**src/sv/lnps_pkg.sv**
```systemverilog
package lnps_pkg;

  // Number of notes the stack can hold.
  localparam int unsigned Depth = 10;

  // Widths of the stored state.
  localparam int unsigned NoteW  = 7;
  localparam int unsigned OpW    = 2;
  localparam int unsigned HeldW  = 4;
  localparam int unsigned CntW   = $clog2(Depth + 1);
  localparam int unsigned IdxW   = (Depth > 1) ? $clog2(Depth) : 1;

  // Request opcodes.
  localparam logic [OpW-1:0] OpNoteOn  = 2'd0;
  localparam logic [OpW-1:0] OpNoteOff = 2'd1;
  localparam logic [OpW-1:0] OpClear   = 2'd2;

  typedef enum logic [1:0] {
    StIdle,
    StSearch,
    StPush,
    StDone
  } lnps_state_e;

  // Commands from the controller to the datapath.
  typedef struct packed {
    logic capture;
    logic step;
    logic remove;
    logic push;
    logic clear;
    logic load_out;
  } lnps_cmd_t;

  // Status from the datapath to the controller.
  typedef struct packed {
    logic            match;
    logic            last;
    logic            empty;
    logic            out_free;
    logic [OpW-1:0]  op;
  } lnps_status_t;

endpackage

```
**src/sv/lnps_ctrl.sv**
```systemverilog
module lnps_ctrl
  import lnps_pkg::*;
(
  input  logic         clk_i,
  input  logic         rst_ni,
  input  logic         in_valid_i,
  output logic         in_stall_o,
  input  lnps_status_t status_i,
  output lnps_cmd_t    cmd_o
);

  lnps_state_e state_q, state_d;

  // State register.
  always_ff @(posedge clk_i or negedge rst_ni) begin
    if (!rst_ni) begin
      state_q <= StIdle;
    end else begin
      state_q <= state_d;
    end
  end

  // Next state and commands.
  always_comb begin
    state_d    = state_q;
    cmd_o      = '0;
    in_stall_o = 1'b1;
    unique case (state_q)
      StIdle: begin
        in_stall_o = 1'b0;
        if (in_valid_i) begin
          cmd_o.capture = 1'b1;
          state_d       = StSearch;
        end
      end
      StSearch: begin
        // Walk the list from the newest entry looking for the request's note.
        priority if (status_i.op == OpClear) begin
          cmd_o.clear = 1'b1;
          state_d     = StDone;
        end else if (status_i.op != OpNoteOn && status_i.op != OpNoteOff) begin
          state_d = StDone;
        end else if (status_i.empty) begin
          state_d = (status_i.op == OpNoteOn) ? StPush : StDone;
        end else if (status_i.match) begin
          cmd_o.remove = 1'b1;
          state_d      = (status_i.op == OpNoteOn) ? StPush : StDone;
        end else if (status_i.last) begin
          state_d = (status_i.op == OpNoteOn) ? StPush : StDone;
        end else begin
          cmd_o.step = 1'b1;
        end
      end
      StPush: begin
        cmd_o.push = 1'b1;
        state_d    = StDone;
      end
      StDone: begin
        // Hand the result over once the output register is free.
        if (status_i.out_free) begin
          cmd_o.load_out = 1'b1;
          state_d        = StIdle;
        end
      end
      default: begin
        state_d = StIdle;
      end
    endcase
  end

endmodule

```
**src/sv/lnps_datapath.sv**
```systemverilog
module lnps_datapath
  import lnps_pkg::*;
(
  input  logic             clk_i,
  input  logic             rst_ni,
  input  lnps_cmd_t        cmd_i,
  output lnps_status_t     status_o,
  input  logic [OpW-1:0]   opcode_i,
  input  logic [NoteW-1:0] note_number_i,
  output logic             out_valid_o,
  input  logic             out_stall_i,
  output logic [NoteW-1:0] top_note_o,
  output logic             stack_empty_o,
  output logic [HeldW-1:0] held_count_o
);

  logic [NoteW-1:0] notes_q [Depth];
  logic [CntW-1:0]  count_q;
  logic [IdxW-1:0]  idx_q;
  logic [OpW-1:0]   op_q;
  logic [NoteW-1:0] note_q;
  logic             out_valid_q;
  logic [NoteW-1:0] top_note_q;
  logic             stack_empty_q;
  logic [HeldW-1:0] held_count_q;

  // Status for the controller.
  always_comb begin
    status_o.match    = (notes_q[idx_q] == note_q);
    status_o.last     = (CntW'(idx_q) == count_q - CntW'(1));
    status_o.empty    = (count_q == '0);
    status_o.out_free = !out_valid_q || !out_stall_i;
    status_o.op       = op_q;
  end

  // Request capture and search index.
  always_ff @(posedge clk_i) begin
    if (cmd_i.capture) begin
      op_q   <= opcode_i;
      note_q <= note_number_i;
      idx_q  <= '0;
    end else if (cmd_i.step) begin
      idx_q <= idx_q + IdxW'(1);
    end
  end

  // Held note count.
  always_ff @(posedge clk_i or negedge rst_ni) begin
    if (!rst_ni) begin
      count_q <= '0;
    end else if (cmd_i.clear) begin
      count_q <= '0;
    end else if (cmd_i.remove) begin
      count_q <= count_q - CntW'(1);
    end else if (cmd_i.push && count_q != CntW'(Depth)) begin
      count_q <= count_q + CntW'(1);
    end
  end

  // Recency list: entry 0 is the newest. Removal closes the gap at the
  // search index; a push shifts every entry back and drops the oldest.
  always_ff @(posedge clk_i) begin
    if (cmd_i.remove) begin
      for (int i = 0; i < int'(Depth) - 1; i++) begin
        if (IdxW'(i) >= idx_q) begin
          notes_q[i] <= notes_q[i+1];
        end
      end
    end else if (cmd_i.push) begin
      for (int i = 1; i < int'(Depth); i++) begin
        notes_q[i] <= notes_q[i-1];
      end
      notes_q[0] <= note_q;
    end
  end

  // Output register.
  always_ff @(posedge clk_i or negedge rst_ni) begin
    if (!rst_ni) begin
      out_valid_q <= 1'b0;
    end else if (cmd_i.load_out) begin
      out_valid_q <= 1'b1;
    end else if (!out_stall_i) begin
      out_valid_q <= 1'b0;
    end
  end

  always_ff @(posedge clk_i) begin
    if (cmd_i.load_out) begin
      top_note_q    <= (count_q != '0) ? notes_q[0] : '0;
      stack_empty_q <= (count_q == '0);
      held_count_q  <= HeldW'(count_q);
    end
  end

  assign out_valid_o   = out_valid_q;
  assign top_note_o    = top_note_q;
  assign stack_empty_o = stack_empty_q;
  assign held_count_o  = held_count_q;

endmodule

```
**src/sv/last_note_priority_stack_core.sv**
```systemverilog
// Last-note-priority note stack. Each request carries an opcode (note on,
// note off, clear) and a note number and yields one result: the most recent
// held note, an empty flag and the held count. A request is taken in, then
// the controller walks the recency list from the newest note, one entry per
// search step and at most Depth entries (ten by default), pushes the note
// for a note-on and loads the output register; the sequential search over
// the list sets how long a request lasts. The load waits while the previous
// result is still held by a stalled receiver. The input stalls while a
// request is in progress; a finished result waits in the output register
// while the next request is taken in.
module last_note_priority_stack_core
  import lnps_pkg::*;
(
  input  logic             clk_i,
  input  logic             rst_ni,
  input  logic             in_valid_i,
  output logic             in_stall_o,
  input  logic [OpW-1:0]   opcode_i,
  input  logic [NoteW-1:0] note_number_i,
  output logic             out_valid_o,
  input  logic             out_stall_i,
  output logic [NoteW-1:0] top_note_o,
  output logic             stack_empty_o,
  output logic [HeldW-1:0] held_count_o
);

  lnps_cmd_t    cmd;
  lnps_status_t status;

  // Sequencer.
  lnps_ctrl u_ctrl (
    .clk_i      (clk_i),
    .rst_ni     (rst_ni),
    .in_valid_i (in_valid_i),
    .in_stall_o (in_stall_o),
    .status_i   (status),
    .cmd_o      (cmd)
  );

  // Note list, count and output register.
  lnps_datapath u_datapath (
    .clk_i         (clk_i),
    .rst_ni        (rst_ni),
    .cmd_i         (cmd),
    .status_o      (status),
    .opcode_i      (opcode_i),
    .note_number_i (note_number_i),
    .out_valid_o   (out_valid_o),
    .out_stall_i   (out_stall_i),
    .top_note_o    (top_note_o),
    .stack_empty_o (stack_empty_o),
    .held_count_o  (held_count_o)
  );

endmodule

```
**config.mk**
```make
export PLATFORM = sky130hd
export DESIGN_NAME = last_note_priority_stack_core
export DESIGN_NICKNAME = d
export VERILOG_FILES = /design/src/sv/lnps_pkg.sv /design/src/sv/lnps_ctrl.sv /design/src/sv/lnps_datapath.sv /design/src/sv/last_note_priority_stack_core.sv
export SDC_FILE = /design/constraint.sdc
export NUM_CORES = 1
export LEC_CHECK = 0
export BUFFER_PORTS_ARGS = -buffer_cell sky130_fd_sc_hd__buf_2
export CAP_MARGIN = 20
export CELL_PAD_IN_SITES_DETAIL_PLACEMENT = 0
export CELL_PAD_IN_SITES_GLOBAL_PLACEMENT = 1
export CORE_MARGIN = 8
export CORE_UTILIZATION = 53
export DETAILED_ROUTE_END_ITERATION = 8
export GPL_ROUTABILITY_DRIVEN = 0
export HOLD_SLACK_MARGIN = 0.12
export PLACE_DENSITY = 0.9
export SYNTH_ARGS = -nofsm -noshare
export SYNTH_HDL_FRONTEND = slang
export SYNTH_HIERARCHICAL = 1
export SYNTH_SLANG_ARGS = --single-unit
export TNS_END_PERCENT = 30
```
**constraint.sdc**
```tcl
create_clock -name clk_i -period 5.3 [get_ports clk_i]
set_clock_uncertainty 0.2 [all_clocks]
set_input_delay 1.06 -clock clk_i [delete_from_list [all_inputs] [get_ports clk_i]]
set_output_delay 1.06 -clock clk_i [all_outputs]
set_load 0.03 [all_outputs]
```
### Yosys cells after proc, flatten, opt, wreduce, memory -nomap -nowiden

Memories as Yosys holds them, arrays and structs flattened. A register that Yosys moved wholly into a read port is not among the register bits.
Cells that the tools add are included.

| word-level totals | value |
|---|---|
| memories kept | 1 |
| register bits | 32 |
| bits in latches | 0 |
| ROM bits | 0 |
| input bits | 13 |
| logic and storage cells | 125 |
| output and inout port bits | 14 |
| memory bits (writable) | 70 |

Memory list:

| name | words | bits a word | rd ports | clocked after memory_dff | wr ports | RTL line | source |
|---|---|---|---|---|---|---|---|
| u_datapath.notes_q | 10 | 7 | 11 | 1 | 10 | lnps_datapath.sv:17 | `logic [NoteW-1:0] notes_q [Depth];` |

| cells by class | value |
|---|---|
| bitwise logic cells | 9 |
| $lt $le $gt $ge | 9 |
| shift operators | 0 |
| div/mod/pow operators | 0 |
| reduce and logical (&&, ||, !) cells | 12 |
| multiplexer cells | 70 |
| add/subtract/negate cells | 3 |
| equal/unequal tests | 12 |
| $mul | 0 |

Operators by type and width:

| kind | count |
|---|---|
| 7-bit two-way mux | 9 |
| 1-bit two-way mux | 44 |
| 2-bit two-way mux | 11 |
| 4-bit two-way mux | 5 |
| 3-bit by 4-bit >= comparator with 1-bit output, first input constant | 4 |
| 1-bit bitwise OR | 9 |
| 4-bit by 1-bit adder with 4-bit output, second input constant | 2 |
| 1-bit by 4-bit >= comparator with 1-bit output, first input constant | 2 |
| 2-bit by 4-bit >= comparator with 1-bit output, first input constant | 2 |
| 2-bit case mux with 4 select lines | 1 |
| 7-bit == test | 1 |
| 2-bit == test, second input constant | 3 |
| 6-bit by 4-bit inequality test with 1-bit output, second input constant | 1 |
| 4-bit == test | 1 |
| 4-bit >= comparator, first input constant | 1 |
| 2-bit zero test | 2 |
| 4-bit zero test | 1 |
| 2-bit by 1-bit inequality test with 1-bit output, second input constant | 2 |
| 2-bit inequality test, second input constant | 2 |
| 4-bit inequality test, second input constant | 1 |
| 4-bit nonzero test | 1 |
| 4-bit by 1-bit subtractor with 4-bit output, second input constant | 1 |
| 3-bit AND reduction | 1 |
| 3-bit nonzero test | 1 |
| other kinds (5) | 7 |

### Longest topological paths before layout

Gate-level depths: netlist of the first run.

| depth | value |
|---|---|
| word-level depth | 11 |
| depth in mapped cells | 17 |
| gate-level depth less buffers | 13 |

### Modules after synthesis

The synthesis of the first run kept the hierarchy.

Modules (own cells, without submodules):

| module | instances | sequential area each (µm²) | cells an instance | area an instance (µm²) |
|---|---|---|---|---|
| lnps_datapath | 1 | 3017.9 | 463 | 5052.3 |
| lnps_ctrl | 1 | 50.0 | 24 | 226.5 |

### Least setup slack after synthesis of the first run

OpenSTA, ideal clock, no wires.

| timing path | value |
|---|---|
| path type | flip-flop to flip-flop |
| start point | reg (tool-made name) |
| end point | mem u_datapath.notes_q[2][0] (enable) |
| arrival | 3012 ps |
| buffers on the path | 2 |
| data required time | 4719 ps |
| stages on the path, launching flop included | 12 |
| slack | 1708 ps |
| period minus slack after synthesis | 3592 ps |
| library setup time | 381 ps |
| cells stage by stage | dfxtp_1 -> buf_6 -> mux4_2 -> mux2i_1 -> xor2_1 -> o2111ai_1 -> o21ai_1 -> and2_2 -> clkbuf_1 -> nand2b_1 -> or2_0 -> o21ai_0 |

RTL lines:

| what | RTL line |
|---|---|
| end, declared | lnps_datapath.sv:17 |

==> flow_metrics.tcl, run 1 <==
set metrics [dict create \
    design_area_mm2 0.00568 \
    yosys_warnings 6 \
    die_h_um 116 \
    numCtsBuffers 9 \
    num-nets-final 529 \
    grt_first_pass_wirelength_um 17700 \
    ys_ff_latch 106 \
    dieArea_mm2 0.0134 \
    via_per_inst 5.26 \
    h-tree-depth 3 \
    peakVddDrop_uv 294 \
    gr-total-overflow 0 \
    fin_tns_setup_ps 0 \
    ys_types 43 \
    portBuffers 26 \
    finalCriticalPeriod_ps 4410 \
    grt_pass1_vias 3288 \
    die_w_um 116 \
    worst_pin_slew_ps 992 \
    antenna_found_initial 0 \
    power_density_mw_per_mm2 669 \
    mostFrequentLayoutCell "nand2_1" \
    ctsResizeCount 0 \
    row_count 36 \
    setup_viol 0 \
    crit_fanout 17 \
    critical_path_class "flip-flop to flip-flop" \
    clock_latency_ps 370 \
    p_leak_uw 0.00231 \
    startpoint_type "flip-flop" \
    n_antenna_cell 0 \
    crit_path_end_kind "flip-flop" \
    dpl.hpwl_um 8110 \
    routed_wl_um 10900 \
    fin_util_pct 58.4 \
    routedWlPerCell_um 17.0 \
    synthArstFlopShare_pct 6.60 \
    hp-class "input port to asynchronous set/reset pin" \
    start_util_pct 54.3 \
    grt_usage_pct 17.6 \
    syn-num-nets 511 \
    core_mm2 0.00973 \
    use_met3_pct 2.76 \
    grt_use_met2_pct 26.4 \
    drive_gt1_share_pct 12.0 \
    worstPathRequired_ps 5090 \
    hold_viol 0 \
    fin_crit_sh_pct 83.2 \
    cts_sinks 106 \
    first_pass_iters 5 \
    syn2layout_area_growth_pct 7.56 \
    drv_slew 0 \
    seq_area_mm2 0.00307 \
    postCtsHoldBufs 0 \
    clkTransAtPathRegs_ps 100 \
    post-cts-setup-buffer-count 0 \
    synthTopCellsByArea "edfxtp_1 (52%), nand2_1 (14%), mux2i_1 (4.2%)" \
    worst_ep_arrival_time_ps 4200 \
    synth_top_area_share_pct 51.8 \
    yosys.area.top_type "edfxtp_1" \
    drt-initial-drc-count 288 \
    grt_start_max_net_pins 73 \
    dpl-instance-area_mm2 0.00550 \
    relSlewSlack_pct 33.2 \
    syn_area_mm2 0.00528 \
    cts-root-buf "clkbuf_8" \
    fillCellCount 833 \
    mostFrequentLayoutCells "nand2_1 (198), edfxtp_1 (91), buf_2 (26)" \
    multi_input_area_mm2 0.00205 \
    status "completed" \
    maxCapViolations 0 \
    ant_nets 0 \
    met1_usage_pct 25.1 \
    cts_tree "done" \
    via_count 3379 \
    synthCells 487 \
    seq_area_frac_synth_pct 58.1 \
    synth_edf_count 91 \
    cts.path.max_buffers 2 \
    drc_errors 0 \
    synth_area_per_cell_um2 10.8 \
    fmax_mhz 227 \
    ios 27 \
    rsz0062_at_grt "no" \
    synth-main-ff-cell "edfxtp_1" \
    gr-max-usage-layer "met2" \
]
==> worst max-delay path: stages, from the launching register on <==
cell and delay [ps]:
dfxtp_1 880, mux2i_1 190, mux4_2 500, xnor2_1 150, nor3_2 150, o2111ai_1 130, o21ai_1 220, and2_2 270
nand2b_1 160, or2_0 350, o21ai_0 830
==> cell usage after synthesis, drive strengths merged (3+ instances only) <==
master / n
nand2: 198
edfxtp: 91
mux2i: 22
xnor2: 19
nor2: 15
inv: 13
buf: 12
clkbuf: 12
and2: 11
ha: 11
mux4: 10
nor2b: 10
dfxtp: 8
xor2: 8
dfrtp: 7
o21ai: 7
nand2b: 3
nand3: 3
nor3b: 3
o211ai: 3
==> metrics by stage <==
| stage | total power, uW | instances | setup slack, ps | hold slack [ps] |
|---|---|---|---|---|
| after floorplan | 2920 | 487 | 1710 | 223 |
| after global placement | 3320 | 627 | 1100 | 297 |
| after detailed placement | 3360 | 627 | 883 | 307 |
| after CTS | 3810 | 643 | 868 | 287 |
| after global routing | 4080 | 643 | 518 | 298 |
| final | 3800 | 643 | 892 | 309 |
==> sequential cells by signal, summed over array words and instances (netlist names), named ones only <==
signal	count
u_datapath/top_note_o	7
u_datapath/notes_q	70
u_datapath/out_valid_o	1
u_datapath/op_q	2
u_datapath/stack_empty_o	1
u_datapath/count_q	4
u_datapath/idx_q	4
u_ctrl/state_q	2
u_datapath/held_count_o	4
u_datapath/note_q	7
==> layer usage <==
layer	up-vias	share of wire (%)
met5	-	0
met4	0	1.1
met3	9	7.5
met2	106	45
met1	1584	46
li1	1680	-
==> where the power goes <==
group	internal, uW	switching, uW
sequential	1470	392
clock	176	279
combinational	600	876
==> path summary, 6_finish.rpt <==
check / endpoint / slack (ps) / start / cells past startpoint
setup / recovery: u_datapath/notes_q[2][0] / 890 / flip-flop / 10
hold / removal: u_ctrl/state_q[0] / 310 / rst_ni / 1
setup reg to reg: u_datapath/notes_q[2][0] / 890 / flip-flop / 10
hold reg to reg: u_datapath/out_valid_o / 330 / u_datapath/out_valid_o / 2
max in group asynchronous: u_datapath/count_q[3] / 4440 / rst_ni / 1
min in group clk_i: u_datapath/out_valid_o / 330 / u_datapath/out_valid_o / 2
==> logic make-up (layout without fill, tap and decap cells) <==
family / count (synthesis) / in the layout / share of synthesized area, %
simple gates: 253 / 253 / 20.1
compound gates: 19 / 19 / 2.51
buf+inv: 37 / 60 / 3.10
xor+xnor: 27 / 27 / 4.48
fa+ha+maj: 11 / 11 / 2.61
flops: 106 / 106 / 58.1
mux: 34 / 34 / 9.08
==> cell type report <==
cell class,count,share of cell area [%]
Clock buffer,10,2.25
Timing Repair Buffer,31,2.95
Multi-Input combinational cell,344,36.1
Tap cell,133,2.93
Clock inverter,6,0.881
Inverter,13,0.859
Sequential cell,106,54.0
Power figures use the tool's default switching activity.
==> run 2: changes to the inputs <==
--- a/config.mk
+++ b/config.mk
@@ -10,11 +10,11 @@
 export CELL_PAD_IN_SITES_DETAIL_PLACEMENT = 0
 export CELL_PAD_IN_SITES_GLOBAL_PLACEMENT = 1
 export CORE_MARGIN = 8
-export CORE_UTILIZATION = 53
+export CORE_UTILIZATION = 44
 export DETAILED_ROUTE_END_ITERATION = 8
 export GPL_ROUTABILITY_DRIVEN = 0
 export HOLD_SLACK_MARGIN = 0.12
-export PLACE_DENSITY = 0.9
+export PLACE_DENSITY = 0.8
 export SYNTH_ARGS = -nofsm -noshare
 export SYNTH_HDL_FRONTEND = slang
 export SYNTH_HIERARCHICAL = 1
==> constraint.sdc (replaced) <==
create_clock -name clk_i -period 3.71 [get_ports clk_i]
set_clock_uncertainty 0.2 [all_clocks]
set_input_delay 0.742 -clock clk_i [delete_from_list [all_inputs] [get_ports clk_i]]
set_output_delay 0.742 -clock clk_i [all_outputs]
set_load 0.03 [all_outputs]
==> run 2 against run 1 <==
Sequential power increased by 39%; largest cell class unchanged; global-route usage is 2.4 points lower; first-iteration DRC count is 16% higher; highest routed layer unchanged; register-to-register slack lost 580 ps; hold slack improved by 5.6 ps.
==> flow_metrics.tcl, run 2 (synthesized netlist as in run 1, its figures left out) <==
set metrics [dict create \
    hold_viol 0 \
    clkTransAtPathRegs_ps 70 \
    core_mm2 0.0119 \
    first_pass_iters 5 \
    post-cts-setup-buffer-count 0 \
    r2r_cells 9 \
    dieArea_mm2 0.0158 \
    final_cells 668 \
    intPower_uw 3600 \
    place_ws_ps 42.2 \
    crit_path_end_kind "flip-flop" \
    routedWlPerCell_um 17.1 \
    peakVddDrop_uv 503 \
    worst_pin_slew_ps 1010 \
    fin_util_pct 50.1 \
    crit_path_top_delay_cell "o211ai_1" \
    grt_first_pass_wirelength_um 18600 \
    startpoint_type "flip-flop" \
    pwr-share-clk_pct 16.0 \
    crit_chain "buf_12, mux4_2, mux2i_1, xor2_1, o311ai_0, o21ai_1, and2_2, nand2_1, o211ai_1" \
    p_sw_share_pct 38.4 \
    cp-endpoint "u_datapath/notes_q[8][0]" \
    largest_register_ffs 70 \
    via_per_inst 5.29 \
    finalCriticalPeriod_ps 3390 \
    rsz0062_at_grt "no" \
    use_met3_pct 4.67 \
    row_count 40 \
    cts_tree "done" \
    worstPathRequired_ps 3480 \
    antenna_found_initial 0 \
    numCtsBuffers 9 \
    routed_wl_um 11400 \
    seq_power_share_pct 44.3 \
    start_util_pct 44.5 \
    status "completed" \
    fin_crit_sh_pct 91.5 \
    top_register "u_datapath/notes_q" \
    drv_slew 0 \
    holdPathStages 2 \
    grt_usage_pct 15.2 \
    place_inst 651 \
    p_comb_share_pct 39.7 \
    p_leak_uw 0.00244 \
    r2r_end "u_datapath/notes_q[8][0]" \
    num-nets-final 540 \
    drt-initial-drc-count 333 \
    cts_sinks 106 \
    relSlewSlack_pct 32.7 \
    grt_start_max_net_pins 65 \
    power.net_switching_uw 2250 \
    grt_pass1_vias 3377 \
    n_antenna_cell 0 \
    maxCapViolations 0 \
    hold_ws_ps 315 \
    h-tree-depth 3 \
    dpl.hpwl_um 8340 \
    cts-root-buf "clkbuf_16" \
    ant_nets 0 \
    via_count 3532 \
    drc_errors 0 \
    worst_ep_arrival_time_ps 3160 \
    die_w_um 126 \
    crit_fanout 17 \
    met1_usage_pct 21.0 \
    syn2layout_area_growth_pct 12.6 \
    r2r_slack_ps 320 \
    hp-class "flip-flop to flip-flop" \
    mostFrequentLayoutCells "nand2_1 (198), edfxtp_1 (91), buf_2 (26)" \
    portBuffers 26 \
    power_density_mw_per_mm2 985 \
    drive_gt1_share_pct 13.6 \
    mostFrequentLayoutCell "nand2_1" \
    gr-total-overflow 0 \
    clock_latency_ps 350 \
    gr-max-usage-layer "met2" \
    die_h_um 126 \
    setup_slack_ps 317 \
    grt_use_met2_pct 22.4 \
    critPathMaxStageDelay_ps 740 \
    ios 27 \
    fin_tns_setup_ps 0 \
    critical_path_class "flip-flop to flip-flop" \
    fmax_mhz 295 \
    setup_viol 0 \
    cts.path.max_buffers 2 \
]
## run 2: cell types whose count changed in the layout (fill, tap and decap cells not counted), moves of 2 or more
cell / before / now
buf_12: 0 / 3
clkbuf_16: 0 / 11
clkbuf_8: 9 / 0
clkinvlp_4: 4 / 0
clkbuf_1: 1 / 3
dfxtp_1: 8 / 6
buf_4: 5 / 12
clkinv_2: 0 / 2
## run 2: power groups by stage
| stage | combinational [uW] | sequential [uW] | clock, uW |
|---|---|---|---|
| after floorplan | 1690 | 2480 | 0 |
| after global placement | 2270 | 2580 | 0 |
| after detailed placement | 2330 | 2600 | 0 |
| after CTS | 2340 | 2580 | 966 |
| after global routing | 2610 | 2650 | 1000 |
| final | 2330 | 2590 | 936 |
## run 2: metrics by stage
stage               cell area (um2)  power [uW]
CTS                            5940        5890
floorplan                      5280        4170
finish                         5940        5850
global placement               5630        4850
global route                   5940        6260
detailed placement             5630        4930
## run 2: final cells by class
type | count | area, um2
sequential | 106 | 3070
timing repair buffer | 42 | 290
clock inverter | 2 | 10.0
inverter | 13 | 48.8
fill | 1069 | 5920
tap | 147 | 184
multi-input combinational | 344 | 2050
clock buffer | 14 | 287
## run 2: timing repair
| action | in CTS | in global routing |
|---|---|---|
| resized for setup | 0 | 4 |
| endpoints found under the hold margin | 7 | 0 |
| hold buffers | 1 | 0 |
| endpoints found under the setup margin | 0 | 121 |
## run 2: routing by layer
layer  wire, um  vias to the layer above
met5          0                        -
met4        149                        0
met3        824                       10
met2       5120                      116
met1       5330                     1700
li1           -                     1706
## run 2: how the worst min path moves through the flow
stage,start,slack [ps],endpoint
after floorplan,u_datapath/count_q[2],220,u_datapath/held_count_o[2]
after global placement,u_datapath/out_valid_o,300,u_datapath/out_valid_o
after detailed placement,u_datapath/out_valid_o,300,u_datapath/out_valid_o
after CTS,u_datapath/out_valid_o,320,u_datapath/out_valid_o
after global routing,opcode_i[0],350,u_datapath/op_q[0]
final,u_datapath/out_valid_o,310,u_datapath/out_valid_o
## run 2: worst max-delay path: cells and delay by family (launching register included)
kind | cells | cell delay, ps
AO/OA/AOI/OAI | 3 | 1130
XOR/XNOR | 1 | 180
buffers and inverters | 1 | 170
flip-flops | 1 | 360
multiplexers | 2 | 690
AND/OR/NAND/NOR | 2 | 280
